## src/rtl/sparse_polynomial_accumulator_top_assert.svh

```systemverilog
// assertion macros used by the sparse polynomial accumulator controller
`ifndef SPARSE_POLYNOMIAL_ACCUMULATOR_TOP_ASSERT_SVH
`define SPARSE_POLYNOMIAL_ACCUMULATOR_TOP_ASSERT_SVH
`ifndef SYNTHESIS
`define SPA_ASSERT_RST(lbl, clk, rst_n, prop, msg) \
	lbl: assert property (@(posedge clk) disable iff (!rst_n) prop) else $error(msg);
`define SPA_ASSERT_ALWAYS(lbl, clk, prop, msg) \
	lbl: assert property (@(posedge clk) prop) else $error(msg);
`else
`define SPA_ASSERT_RST(lbl, clk, rst_n, prop, msg)
`define SPA_ASSERT_ALWAYS(lbl, clk, prop, msg)
`endif
`endif

```

## src/rtl/spa_pkg.sv

```systemverilog
// shared types and codes of the sparse polynomial accumulator
package spa_pkg;

	localparam int COEF_W      = 32;
	localparam int OPCODE_W    = 2;
	localparam int STATUS_W    = 3;
	localparam int OUT_IDX_W   = 4;
	localparam int MAX_RESULTS = 16;

	localparam logic [OPCODE_W-1:0] OP_ADD   = 2'd0;
	localparam logic [OPCODE_W-1:0] OP_READ  = 2'd1;
	localparam logic [OPCODE_W-1:0] OP_CLEAR = 2'd2;

	localparam logic [STATUS_W-1:0] STAT_INSERTED  = 3'd0;
	localparam logic [STATUS_W-1:0] STAT_MERGED    = 3'd1;
	localparam logic [STATUS_W-1:0] STAT_CANCELLED = 3'd2;
	localparam logic [STATUS_W-1:0] STAT_FULL      = 3'd3;
	localparam logic [STATUS_W-1:0] STAT_ENTRY     = 3'd4;
	localparam logic [STATUS_W-1:0] STAT_EMPTY     = 3'd5;
	localparam logic [STATUS_W-1:0] STAT_CLEARED   = 3'd6;

	typedef struct packed {
		logic exp_lt;
		logic exp_eq;
		logic sum_zero;
	} alu_flags_t;

endpackage

```

## src/rtl/spa_mem.sv

```systemverilog
// term table storage: one write port, one registered read port
module spa_mem #(
	parameter int DEPTH = 16,
	parameter int EXP_W = 16,
	localparam int IDX_W = $clog2(DEPTH)
) (
	input  logic                         clk,
	input  logic                         wr_en,
	input  logic [IDX_W-1:0]             wr_addr,
	input  logic [spa_pkg::COEF_W-1:0]   wr_coef,
	input  logic [EXP_W-1:0]             wr_exp,
	input  logic [IDX_W-1:0]             rd_addr,
	output logic [spa_pkg::COEF_W-1:0]   rd_coef,
	output logic [EXP_W-1:0]             rd_exp
);

	logic [spa_pkg::COEF_W-1:0] coef_mem [DEPTH];
	logic [EXP_W-1:0]           exp_mem [DEPTH];
	logic [spa_pkg::COEF_W-1:0] rd_coef_q;
	logic [EXP_W-1:0]           rd_exp_q;

	always_ff @(posedge clk) begin
		if (wr_en) begin
			coef_mem[wr_addr] <= wr_coef;
			exp_mem[wr_addr]  <= wr_exp;
		end
		rd_coef_q <= coef_mem[rd_addr];
		rd_exp_q  <= exp_mem[rd_addr];
	end

	assign rd_coef = rd_coef_q;
	assign rd_exp  = rd_exp_q;

endmodule

```

## src/rtl/spa_alu.sv

```systemverilog
// shared unit: signed exponent compare and saturating coefficient add
module spa_alu #(
	parameter int EXP_W = 16
) (
	input  logic [EXP_W-1:0]           a_exp,
	input  logic [EXP_W-1:0]           b_exp,
	input  logic [spa_pkg::COEF_W-1:0] a_coef,
	input  logic [spa_pkg::COEF_W-1:0] b_coef,
	output logic [spa_pkg::COEF_W-1:0] sum,
	output spa_pkg::alu_flags_t        flags
);

	localparam int CW = spa_pkg::COEF_W;

	logic [CW:0]   wide_sum;
	logic [CW-1:0] sat_sum;

	assign wide_sum = {a_coef[CW-1], a_coef} + {b_coef[CW-1], b_coef};

	// the two top bits disagree only on overflow
	always_comb begin
		if (wide_sum[CW] != wide_sum[CW-1]) begin
			sat_sum = wide_sum[CW] ? {1'b1, {(CW-1){1'b0}}} : {1'b0, {(CW-1){1'b1}}};
		end else begin
			sat_sum = wide_sum[CW-1:0];
		end
	end

	assign sum            = sat_sum;
	assign flags.exp_lt   = $signed(a_exp) < $signed(b_exp);
	assign flags.exp_eq   = a_exp == b_exp;
	assign flags.sum_zero = sat_sum == '0;

endmodule

```

## src/rtl/spa_ctrl.sv

```systemverilog
// sequencer: table walk, shifts, read stream and output register
`include "sparse_polynomial_accumulator_top_assert.svh"
module spa_ctrl #(
	parameter int DEPTH = 16,
	parameter int EXP_W = 16,
	localparam int IDX_W = $clog2(DEPTH),
	localparam int CNT_W = $clog2(DEPTH + 1)
) (
	input  logic                           clk,
	input  logic                           arst_n,
	input  logic                           in_valid,
	output logic                           in_stall,
	input  logic [spa_pkg::OPCODE_W-1:0]   opcode,
	input  logic [spa_pkg::COEF_W-1:0]     term_coef,
	input  logic [EXP_W-1:0]               term_exponent,
	output logic                           out_valid,
	input  logic                           out_stall,
	output logic [spa_pkg::STATUS_W-1:0]   status,
	output logic [spa_pkg::COEF_W-1:0]     out_coef,
	output logic [EXP_W-1:0]               out_exponent,
	output logic [spa_pkg::OUT_IDX_W-1:0]  out_index,
	output logic                           last,
	output logic                           mem_wr_en,
	output logic [IDX_W-1:0]               mem_wr_addr,
	output logic [spa_pkg::COEF_W-1:0]     mem_wr_coef,
	output logic [EXP_W-1:0]               mem_wr_exp,
	output logic [IDX_W-1:0]               mem_rd_addr,
	input  logic [spa_pkg::COEF_W-1:0]     mem_rd_coef,
	input  logic [EXP_W-1:0]               mem_rd_exp,
	output logic [EXP_W-1:0]               alu_b_exp,
	output logic [spa_pkg::COEF_W-1:0]     alu_b_coef,
	input  logic [spa_pkg::COEF_W-1:0]     alu_sum,
	input  spa_pkg::alu_flags_t            alu_flags
);

	typedef enum logic [6:0] {
		S_IDLE    = 7'b000_0001,
		S_SCAN    = 7'b000_0010,
		S_DN      = 7'b000_0100,
		S_UP_PREP = 7'b000_1000,
		S_UP      = 7'b001_0000,
		S_EMIT    = 7'b010_0000,
		S_RD      = 7'b100_0000
	} state_t;

	state_t state_q, state_d;

	logic [CNT_W-1:0] count_q, count_d;
	logic [CNT_W-1:0] n_q, n_d;
	logic [CNT_W-1:0] pos_q, pos_d;
	logic [CNT_W-1:0] i_q, i_d;
	logic [spa_pkg::COEF_W-1:0] coef_q, coef_d;
	logic [EXP_W-1:0] exp_q, exp_d;

	logic [spa_pkg::STATUS_W-1:0]  res_status_q, res_status_d;
	logic [spa_pkg::COEF_W-1:0]    res_coef_q, res_coef_d;
	logic [spa_pkg::OUT_IDX_W-1:0] res_idx_q, res_idx_d;

	logic                          out_valid_q;
	logic [spa_pkg::STATUS_W-1:0]  status_q;
	logic [spa_pkg::COEF_W-1:0]    out_coef_q;
	logic [EXP_W-1:0]              out_exp_q;
	logic [spa_pkg::OUT_IDX_W-1:0] out_idx_q;
	logic                          last_q;

	logic                          load;
	logic [spa_pkg::STATUS_W-1:0]  ld_status;
	logic [spa_pkg::COEF_W-1:0]    ld_coef;
	logic [EXP_W-1:0]              ld_exp;
	logic [spa_pkg::OUT_IDX_W-1:0] ld_idx;
	logic                          ld_last;

	logic out_free;
	logic accept;
	logic scan_end;
	logic dn_done;
	logic rd_last;

	assign out_free = !out_valid_q || !out_stall;
	assign accept   = in_valid && (state_q == S_IDLE);
	assign in_stall = state_q != S_IDLE;

	assign alu_b_exp  = exp_q;
	assign alu_b_coef = coef_q;

	assign scan_end = (pos_q + CNT_W'(1)) == n_q;
	assign dn_done  = ((CNT_W+1)'(i_q) + (CNT_W+1)'(1)) >= (CNT_W+1)'(n_q);
	assign rd_last  = (i_q + CNT_W'(1)) == n_q;

	always_comb begin
		state_d      = state_q;
		count_d      = count_q;
		n_d          = n_q;
		pos_d        = pos_q;
		i_d          = i_q;
		coef_d       = coef_q;
		exp_d        = exp_q;
		res_status_d = res_status_q;
		res_coef_d   = res_coef_q;
		res_idx_d    = res_idx_q;
		mem_wr_en    = 1'b0;
		mem_wr_addr  = IDX_W'(pos_q);
		mem_wr_coef  = coef_q;
		mem_wr_exp   = exp_q;
		mem_rd_addr  = '0;
		load         = 1'b0;
		ld_status    = res_status_q;
		ld_coef      = res_coef_q;
		ld_exp       = exp_q;
		ld_idx       = res_idx_q;
		ld_last      = 1'b1;

		case (state_q)
			S_IDLE: begin
				// entry 0 is always being read so a scan or read starts at once
				mem_rd_addr = '0;
				if (accept) begin
					coef_d = term_coef;
					exp_d  = term_exponent;
					pos_d  = '0;
					i_d    = '0;
					case (opcode)
						spa_pkg::OP_ADD: begin
							n_d     = count_q;
							state_d = (count_q == '0) ? S_UP_PREP : S_SCAN;
						end
						spa_pkg::OP_READ: begin
							if (count_q == '0) begin
								res_status_d = spa_pkg::STAT_EMPTY;
								res_coef_d   = '0;
								res_idx_d    = '0;
								exp_d        = '0;
								state_d      = S_EMIT;
							end else begin
								n_d = (32'(count_q) > spa_pkg::MAX_RESULTS) ?
									CNT_W'(spa_pkg::MAX_RESULTS) : count_q;
								state_d = S_RD;
							end
						end
						spa_pkg::OP_CLEAR: begin
							count_d      = '0;
							res_status_d = spa_pkg::STAT_CLEARED;
							res_coef_d   = '0;
							res_idx_d    = '0;
							exp_d        = '0;
							state_d      = S_EMIT;
						end
						default: begin
							state_d = S_IDLE;
						end
					endcase
				end
			end
			S_SCAN: begin
				// read ahead one entry; a cancel starts its shift from there
				mem_rd_addr = IDX_W'(pos_q + CNT_W'(1));
				if (alu_flags.exp_eq) begin
					if (alu_flags.sum_zero) begin
						i_d     = pos_q;
						state_d = S_DN;
					end else begin
						mem_wr_en    = 1'b1;
						mem_wr_coef  = alu_sum;
						res_status_d = spa_pkg::STAT_MERGED;
						res_coef_d   = alu_sum;
						res_idx_d    = spa_pkg::OUT_IDX_W'(pos_q);
						state_d      = S_EMIT;
					end
				end else if (alu_flags.exp_lt && !scan_end) begin
					pos_d = pos_q + CNT_W'(1);
				end else begin
					// new exponent: insert at pos or at the end past the last entry, or report a full table
					if (alu_flags.exp_lt) begin
						pos_d = n_q;
					end
					if (32'(n_q) >= DEPTH) begin
						res_status_d = spa_pkg::STAT_FULL;
						res_coef_d   = coef_q;
						res_idx_d    = '0;
						state_d      = S_EMIT;
					end else begin
						i_d     = n_q;
						state_d = S_UP_PREP;
					end
				end
			end
			S_DN: begin
				mem_rd_addr = IDX_W'(i_q + CNT_W'(2));
				if (dn_done) begin
					count_d      = n_q - CNT_W'(1);
					res_status_d = spa_pkg::STAT_CANCELLED;
					res_coef_d   = '0;
					res_idx_d    = spa_pkg::OUT_IDX_W'(pos_q);
					state_d      = S_EMIT;
				end else begin
					mem_wr_en   = 1'b1;
					mem_wr_addr = IDX_W'(i_q);
					mem_wr_coef = mem_rd_coef;
					mem_wr_exp  = mem_rd_exp;
					i_d         = i_q + CNT_W'(1);
				end
			end
			S_UP_PREP: begin
				mem_rd_addr = IDX_W'(i_q - CNT_W'(1));
				state_d     = S_UP;
			end
			S_UP: begin
				mem_rd_addr = IDX_W'(i_q - CNT_W'(2));
				mem_wr_en   = 1'b1;
				if (i_q == pos_q) begin
					mem_wr_addr  = IDX_W'(pos_q);
					count_d      = n_q + CNT_W'(1);
					res_status_d = spa_pkg::STAT_INSERTED;
					res_coef_d   = coef_q;
					res_idx_d    = spa_pkg::OUT_IDX_W'(pos_q);
					state_d      = S_EMIT;
				end else begin
					mem_wr_addr = IDX_W'(i_q);
					mem_wr_coef = mem_rd_coef;
					mem_wr_exp  = mem_rd_exp;
					i_d         = i_q - CNT_W'(1);
				end
			end
			S_EMIT: begin
				if (out_free) begin
					load    = 1'b1;
					state_d = S_IDLE;
				end
			end
			S_RD: begin
				// hold the read address while the output word waits
				mem_rd_addr = out_free ? IDX_W'(i_q + CNT_W'(1)) : IDX_W'(i_q);
				ld_status   = spa_pkg::STAT_ENTRY;
				ld_coef     = mem_rd_coef;
				ld_exp      = mem_rd_exp;
				ld_idx      = spa_pkg::OUT_IDX_W'(i_q);
				ld_last     = rd_last;
				if (out_free) begin
					load = 1'b1;
					if (rd_last) begin
						state_d = S_IDLE;
					end else begin
						i_d = i_q + CNT_W'(1);
					end
				end
			end
			default: begin
				state_d = S_IDLE;
			end
		endcase
	end

	always_ff @(posedge clk or negedge arst_n) begin
		if (!arst_n) begin
			state_q     <= S_IDLE;
			count_q     <= '0;
			out_valid_q <= 1'b0;
		end else begin
			state_q <= state_d;
			count_q <= count_d;
			if (load) begin
				out_valid_q <= 1'b1;
			end else if (!out_stall) begin
				out_valid_q <= 1'b0;
			end
		end
	end

	always_ff @(posedge clk) begin
		n_q          <= n_d;
		pos_q        <= pos_d;
		i_q          <= i_d;
		coef_q       <= coef_d;
		exp_q        <= exp_d;
		res_status_q <= res_status_d;
		res_coef_q   <= res_coef_d;
		res_idx_q    <= res_idx_d;
		if (load) begin
			status_q   <= ld_status;
			out_coef_q <= ld_coef;
			out_exp_q  <= ld_exp;
			out_idx_q  <= ld_idx;
			last_q     <= ld_last;
		end
	end

	assign out_valid    = out_valid_q;
	assign status       = status_q;
	assign out_coef     = out_coef_q;
	assign out_exponent = out_exp_q;
	assign out_index    = out_idx_q;
	assign last         = last_q;

	`SPA_ASSERT_RST(a_clear_empties, clk, arst_n, (accept && opcode == spa_pkg::OP_CLEAR) |=> (count_q == '0), "clear left terms in the table")
	`SPA_ASSERT_RST(a_insert_has_room, clk, arst_n, (state_q == S_UP) |-> (32'(count_q) < DEPTH), "insert shift with a full table")
	`SPA_ASSERT_RST(a_scan_in_range, clk, arst_n, (state_q == S_SCAN) |-> (pos_q < n_q), "scan ran past the last term")
	`SPA_ASSERT_RST(a_shift_dn_in_range, clk, arst_n, (state_q == S_DN) |-> (i_q >= pos_q && i_q < n_q), "remove shift out of range")

endmodule

```

## src/rtl/sparse_polynomial_accumulator_top.sv

```systemverilog
// add: accept, scan entries in order, then merge in place or shift entries to insert or cancel a term
// read: one word per cycle while out_stall is low, after a registered memory read
// one word at a time; the table walk through the single registered read port sets the rate
// the output register frees the input side as soon as a word is loaded
// reset (async, active low) empties the table; stored terms themselves are not cleared
module sparse_polynomial_accumulator_top #(
	parameter int TABLE_DEPTH = 16,
	parameter int EXP_WIDTH   = 16
) (
	input  logic                           clk,
	input  logic                           arst_n,
	input  logic                           in_valid,
	output logic                           in_stall,
	input  logic [spa_pkg::OPCODE_W-1:0]   opcode,
	input  logic [spa_pkg::COEF_W-1:0]     term_coef,
	input  logic [EXP_WIDTH-1:0]           term_exponent,
	output logic                           out_valid,
	input  logic                           out_stall,
	output logic [spa_pkg::STATUS_W-1:0]   status,
	output logic [spa_pkg::COEF_W-1:0]     out_coef,
	output logic [EXP_WIDTH-1:0]           out_exponent,
	output logic [spa_pkg::OUT_IDX_W-1:0]  out_index,
	output logic                           last
);

	localparam int IDX_W = $clog2(TABLE_DEPTH);

	logic                        mem_wr_en;
	logic [IDX_W-1:0]            mem_wr_addr;
	logic [spa_pkg::COEF_W-1:0]  mem_wr_coef;
	logic [EXP_WIDTH-1:0]        mem_wr_exp;
	logic [IDX_W-1:0]            mem_rd_addr;
	logic [spa_pkg::COEF_W-1:0]  mem_rd_coef;
	logic [EXP_WIDTH-1:0]        mem_rd_exp;
	logic [EXP_WIDTH-1:0]        alu_b_exp;
	logic [spa_pkg::COEF_W-1:0]  alu_b_coef;
	logic [spa_pkg::COEF_W-1:0]  alu_sum;
	spa_pkg::alu_flags_t         alu_flags;

	spa_mem #(
		.DEPTH(TABLE_DEPTH),
		.EXP_W(EXP_WIDTH)
	) u_mem (
		.clk     (clk),
		.wr_en   (mem_wr_en),
		.wr_addr (mem_wr_addr),
		.wr_coef (mem_wr_coef),
		.wr_exp  (mem_wr_exp),
		.rd_addr (mem_rd_addr),
		.rd_coef (mem_rd_coef),
		.rd_exp  (mem_rd_exp)
	);

	// stored term on the a side, incoming term on the b side
	spa_alu #(
		.EXP_W(EXP_WIDTH)
	) u_alu (
		.a_exp  (mem_rd_exp),
		.b_exp  (alu_b_exp),
		.a_coef (mem_rd_coef),
		.b_coef (alu_b_coef),
		.sum    (alu_sum),
		.flags  (alu_flags)
	);

	spa_ctrl #(
		.DEPTH(TABLE_DEPTH),
		.EXP_W(EXP_WIDTH)
	) u_ctrl (
		.clk           (clk),
		.arst_n        (arst_n),
		.in_valid      (in_valid),
		.in_stall      (in_stall),
		.opcode        (opcode),
		.term_coef     (term_coef),
		.term_exponent (term_exponent),
		.out_valid     (out_valid),
		.out_stall     (out_stall),
		.status        (status),
		.out_coef      (out_coef),
		.out_exponent  (out_exponent),
		.out_index     (out_index),
		.last          (last),
		.mem_wr_en     (mem_wr_en),
		.mem_wr_addr   (mem_wr_addr),
		.mem_wr_coef   (mem_wr_coef),
		.mem_wr_exp    (mem_wr_exp),
		.mem_rd_addr   (mem_rd_addr),
		.mem_rd_coef   (mem_rd_coef),
		.mem_rd_exp    (mem_rd_exp),
		.alu_b_exp     (alu_b_exp),
		.alu_b_coef    (alu_b_coef),
		.alu_sum       (alu_sum),
		.alu_flags     (alu_flags)
	);

endmodule

```

## config.mk

```make
export PLATFORM = sky130hd
export DESIGN_NAME = sparse_polynomial_accumulator_top
export DESIGN_NICKNAME = d
export VERILOG_FILES = /design/src/rtl/spa_pkg.sv /design/src/rtl/spa_mem.sv /design/src/rtl/spa_alu.sv /design/src/rtl/spa_ctrl.sv /design/src/rtl/sparse_polynomial_accumulator_top.sv
export VERILOG_INCLUDE_DIRS = /design/src /design/src/rtl
export SDC_FILE = /design/constraint.sdc
export NUM_CORES = 2
export LEC_CHECK = 0
export BUFFER_PORTS_ARGS = -buffer_cell sky130_fd_sc_hd__buf_4
export CAP_MARGIN = 20
export CORE_UTILIZATION = 50
export CTS_CLUSTER_DIAMETER = 120
export DETAILED_ROUTE_END_ITERATION = 12
export GPL_ROUTABILITY_DRIVEN = 0
export MAX_ROUTING_LAYER = met4
export PLACE_DENSITY_LB_ADDON = 0.15
export RECOVER_POWER = 50
export SLEW_MARGIN = 30
export SYNTH_ARGS = -nofsm -noshare
export SYNTH_HDL_FRONTEND = slang
export SYNTH_SLANG_ARGS = --single-unit
export TNS_END_PERCENT = 50
```

## constraint.sdc

```tcl
create_clock -name clk -period 11.14 [get_ports clk]
set_input_delay 2.228 -clock clk [delete_from_list [all_inputs] [get_ports clk]]
set_output_delay 2.228 -clock clk [all_outputs]
set_load 0.05 [all_outputs]
```

==> flow_summary.ini <==
[synthesis]
synth_fp_nets = 3542
async_reset_ff_share_pct = 1.317
ys_ff_latch = 987
netlist_top_cells_area = edfxtp_1, nand2_1, a211oi_1, and2_1, a21oi_1
synth_cell_types = 82
ys.flop_type = edfxtp_1
yosysTopAreaCell = edfxtp_1
synth_top_area_share_pct = 64.68
synth-seq-area-share_pct = 67.67
yosys_warnings = 0
synth_edf_count = 926
syn_inst = 3422
synth.avg_cell_area_um2 = 12.56
netlist_area_mm2 = 0.04299

[grt]
grt_usage_pct = 26.67
grt_pass1_wl_um = 169700
overflow = 0
grt_max_degree = 207
first_global_vias = 27870
antenna_found_initial = 2

[clock_network]
cts_inserted_buffers = 99
clock_latency_ns = 0.67
clock_sink_count = 987
clkTransAtPathRegs_ns = 0.07
cts_hold_buf = 0
ctsResizeCount = 0
htree_num_levels = 3
cts_buffer_depth = 3
cts_tree = yes
cts-root-buf = clkbuf_16
post-cts-setup-buffers = 0

[power]
ir_drop_uv = 141.1
leakagePower_nw = 16.28
pwr_density_cell_mw_per_mm2 = 243.2
p_total_mw = 11.73

[route]
ant_nets = 0
post-route-drc-count = 0
drt_wl_total_um = 114000
drt_iter0_markers = 2896
vias = 28940
routedWlPerCell_um = 24.20
first_pass_iters = 6
vias_per_cell = 6.144

[critical_path]
cp_max_fo = 67
cp.required_ns = 11.64
worstSetupStartpointType = register
critical_path_arrival_ns = 8.61
cp-end-kind = register
path_class = reg2reg

[die]
core_mm2 = 0.08515
pin_count = 112
start_util_pct = 50.49
chipWidth_um = 295.2
die_h_um = 295.2
die_area_mm2 = 0.08716
row_count = 107

[place]
placedCellCount = 4517
dpl.hpwl_um = 63050
port_buffers = 111
pre_cts_ws_ns = 5.008

[timing]
timing.hold.ws_ns = 0.4894
slew_headroom_pct = -135.0
tightest_slew_ns = 3.525
max_freq_mhz = 123.3
rsz0062_at_grt = false
clock_skew_ns = 0.02310
period_minus_slack_ns = 8.110
setup_viol = 0
setup_tns_ns = 0
setup_ws_ns = 3.030
hold_violations = 0
report.final.slew_viol_count = 607
fin_crit_sh_pct = 72.80

[layout]
syn2layout_area_growth_pct = 12.20
fillerInstances = 6933
fin_nets = 3598
layout-drive-gt1-share_pct = 7.748
instances_no_fill = 4710

[outcome]
status = finished with violations
violations = capacitance limit, slew limit

[job]
drv_cap = 17

[min_path]
hold_class = reg2reg
report_power, final:
part	leakage (nW)	internal [mW]	switching, mW
clock network	1.55	1.85	1.39
registers	8.96	4.58	0.279
logic	5.77	1.14	2.49
worst max-delay path: stages (launching register included):
cell,delay (ns)
dfrtp_1,0.41
nor4_1,0.38
nor2b_1,0.31
and2_2,0.19
clkbuf_1,2.36
nand3_1,0.17
nand3_1,0.34
buf_4,0.58
clkbuf_1,2.45
a311oi_1,0.16
a211oi_1,0.42
a21oi_1,0.07
final cells by class:
type,count,area (um^2),share of cell area [%]
Multi-Input combinational cell,2150,13130,27.23
Sequential cell,987,29090,60.32
Clock buffer,138,2768,5.738
Clock inverter,47,399.1,0.8275
Inverter,57,214.0,0.4436
Antenna cell,4,10.01,0.02075
Timing Repair Buffer,183,1186,2.459
Tap cell,1144,1431,2.967
synthesized netlist by cell type, types with 10 or more instances:
cell / number
a211oi_1: 250
a21o_1: 37
a21oi_1: 203
a311oi_1: 96
a31oi_1: 102
and2_1: 222
buf_2: 12
clkbuf_1: 205
dfrtp_1: 12
dfxtp_1: 48
edfxtp_1: 926
ha_1: 63
inv_1: 56
nand2_1: 675
nand3_1: 42
nand3b_1: 10
nand4_1: 15
nor2_1: 69
nor3_1: 22
o21a_1: 12
o21ai_0: 83
o21ai_1: 18
o311ai_2: 17
o31ai_1: 12
or3_1: 15
xnor2_1: 26
xor2_1: 21
metal layers:
| metal | global-route usage, % | wire [um] | vias to the layer above |
|---|---|---|---|
| met5 | - | 0 | - |
| met4 | 8.657 | 3111 | 0 |
| li1 | - | - | 13050 |
| met3 | 3.563 | 8693 | 206 |
| met1 | 37.00 | 49170 | 14490 |
| met2 | 40.82 | 53010 | 1197 |
sequential cells by signal, indices dropped and copies added, names as in the netlist, 16 cells and up:
signal               flops
u_mem.rd_coef           32
u_ctrl.alu_b_coef       32
u_mem.coef_mem         512
u_ctrl.out_exponent     16
u_ctrl.out_coef         32
u_ctrl.alu_b_exp        16
u_ctrl.res_coef_q       32
u_mem.exp_mem          256
u_mem.rd_exp            16
path summary, 6_finish.rpt:
| kind | from | end | slack (ns) | cells after the start |
|---|---|---|---|---|
| max | u_ctrl.state_q[3] | u_mem.rd_coef[7] | 3.03 | 11 |
| min | u_ctrl.count_q[0] | u_ctrl.count_q[0] | 0.49 | 2 |
| max reg2reg | u_ctrl.state_q[3] | u_mem.rd_coef[7] | 3.03 | 11 |
| min reg2reg | u_ctrl.count_q[0] | u_ctrl.count_q[0] | 0.49 | 2 |
| max in group asynchronous | arst_n | u_ctrl.count_q[4] | 9.05 | 1 |
| min in group asynchronous | arst_n | u_ctrl.state_q[6] | 1.60 | 1 |
placed cells by master, fill, tap and decap left out, types with 26 or more instances in the layout:
cell         n
clkbuf_16  102
edfxtp_1   926
a21oi_1    187
inv_1       55
nand2_1    674
a21o_1      37
a31oi_1    102
o21ai_0     91
nor2_1      68
dfxtp_1     48
xnor2_1     26
buf_4       28
a211oi_1   249
ha_1        63
and2_1     202
nand3_1     42
clkbuf_1   134
a311oi_1    96
cells by family after synthesis:
logic type | synth area share [%]
fa+ha+maj | 2.090
buf+inv | 2.558
simple gates | 11.94
flops | 67.67
compound gates | 14.60
mux | 0.1863
xor+xnor | 0.9575
per-stage QoR:
step / utilization, % / area (um^2)
2_1_floorplan: - / 42990
4_1_cts: 57.10 / 48620
6_report: 56.65 / 48240
5_1_grt: 56.64 / 48230
3_5_place_dp: 53.38 / 45450
3_3_place_gp: 53.09 / 45210
Note: power is estimated with default switching activity, not from simulation.
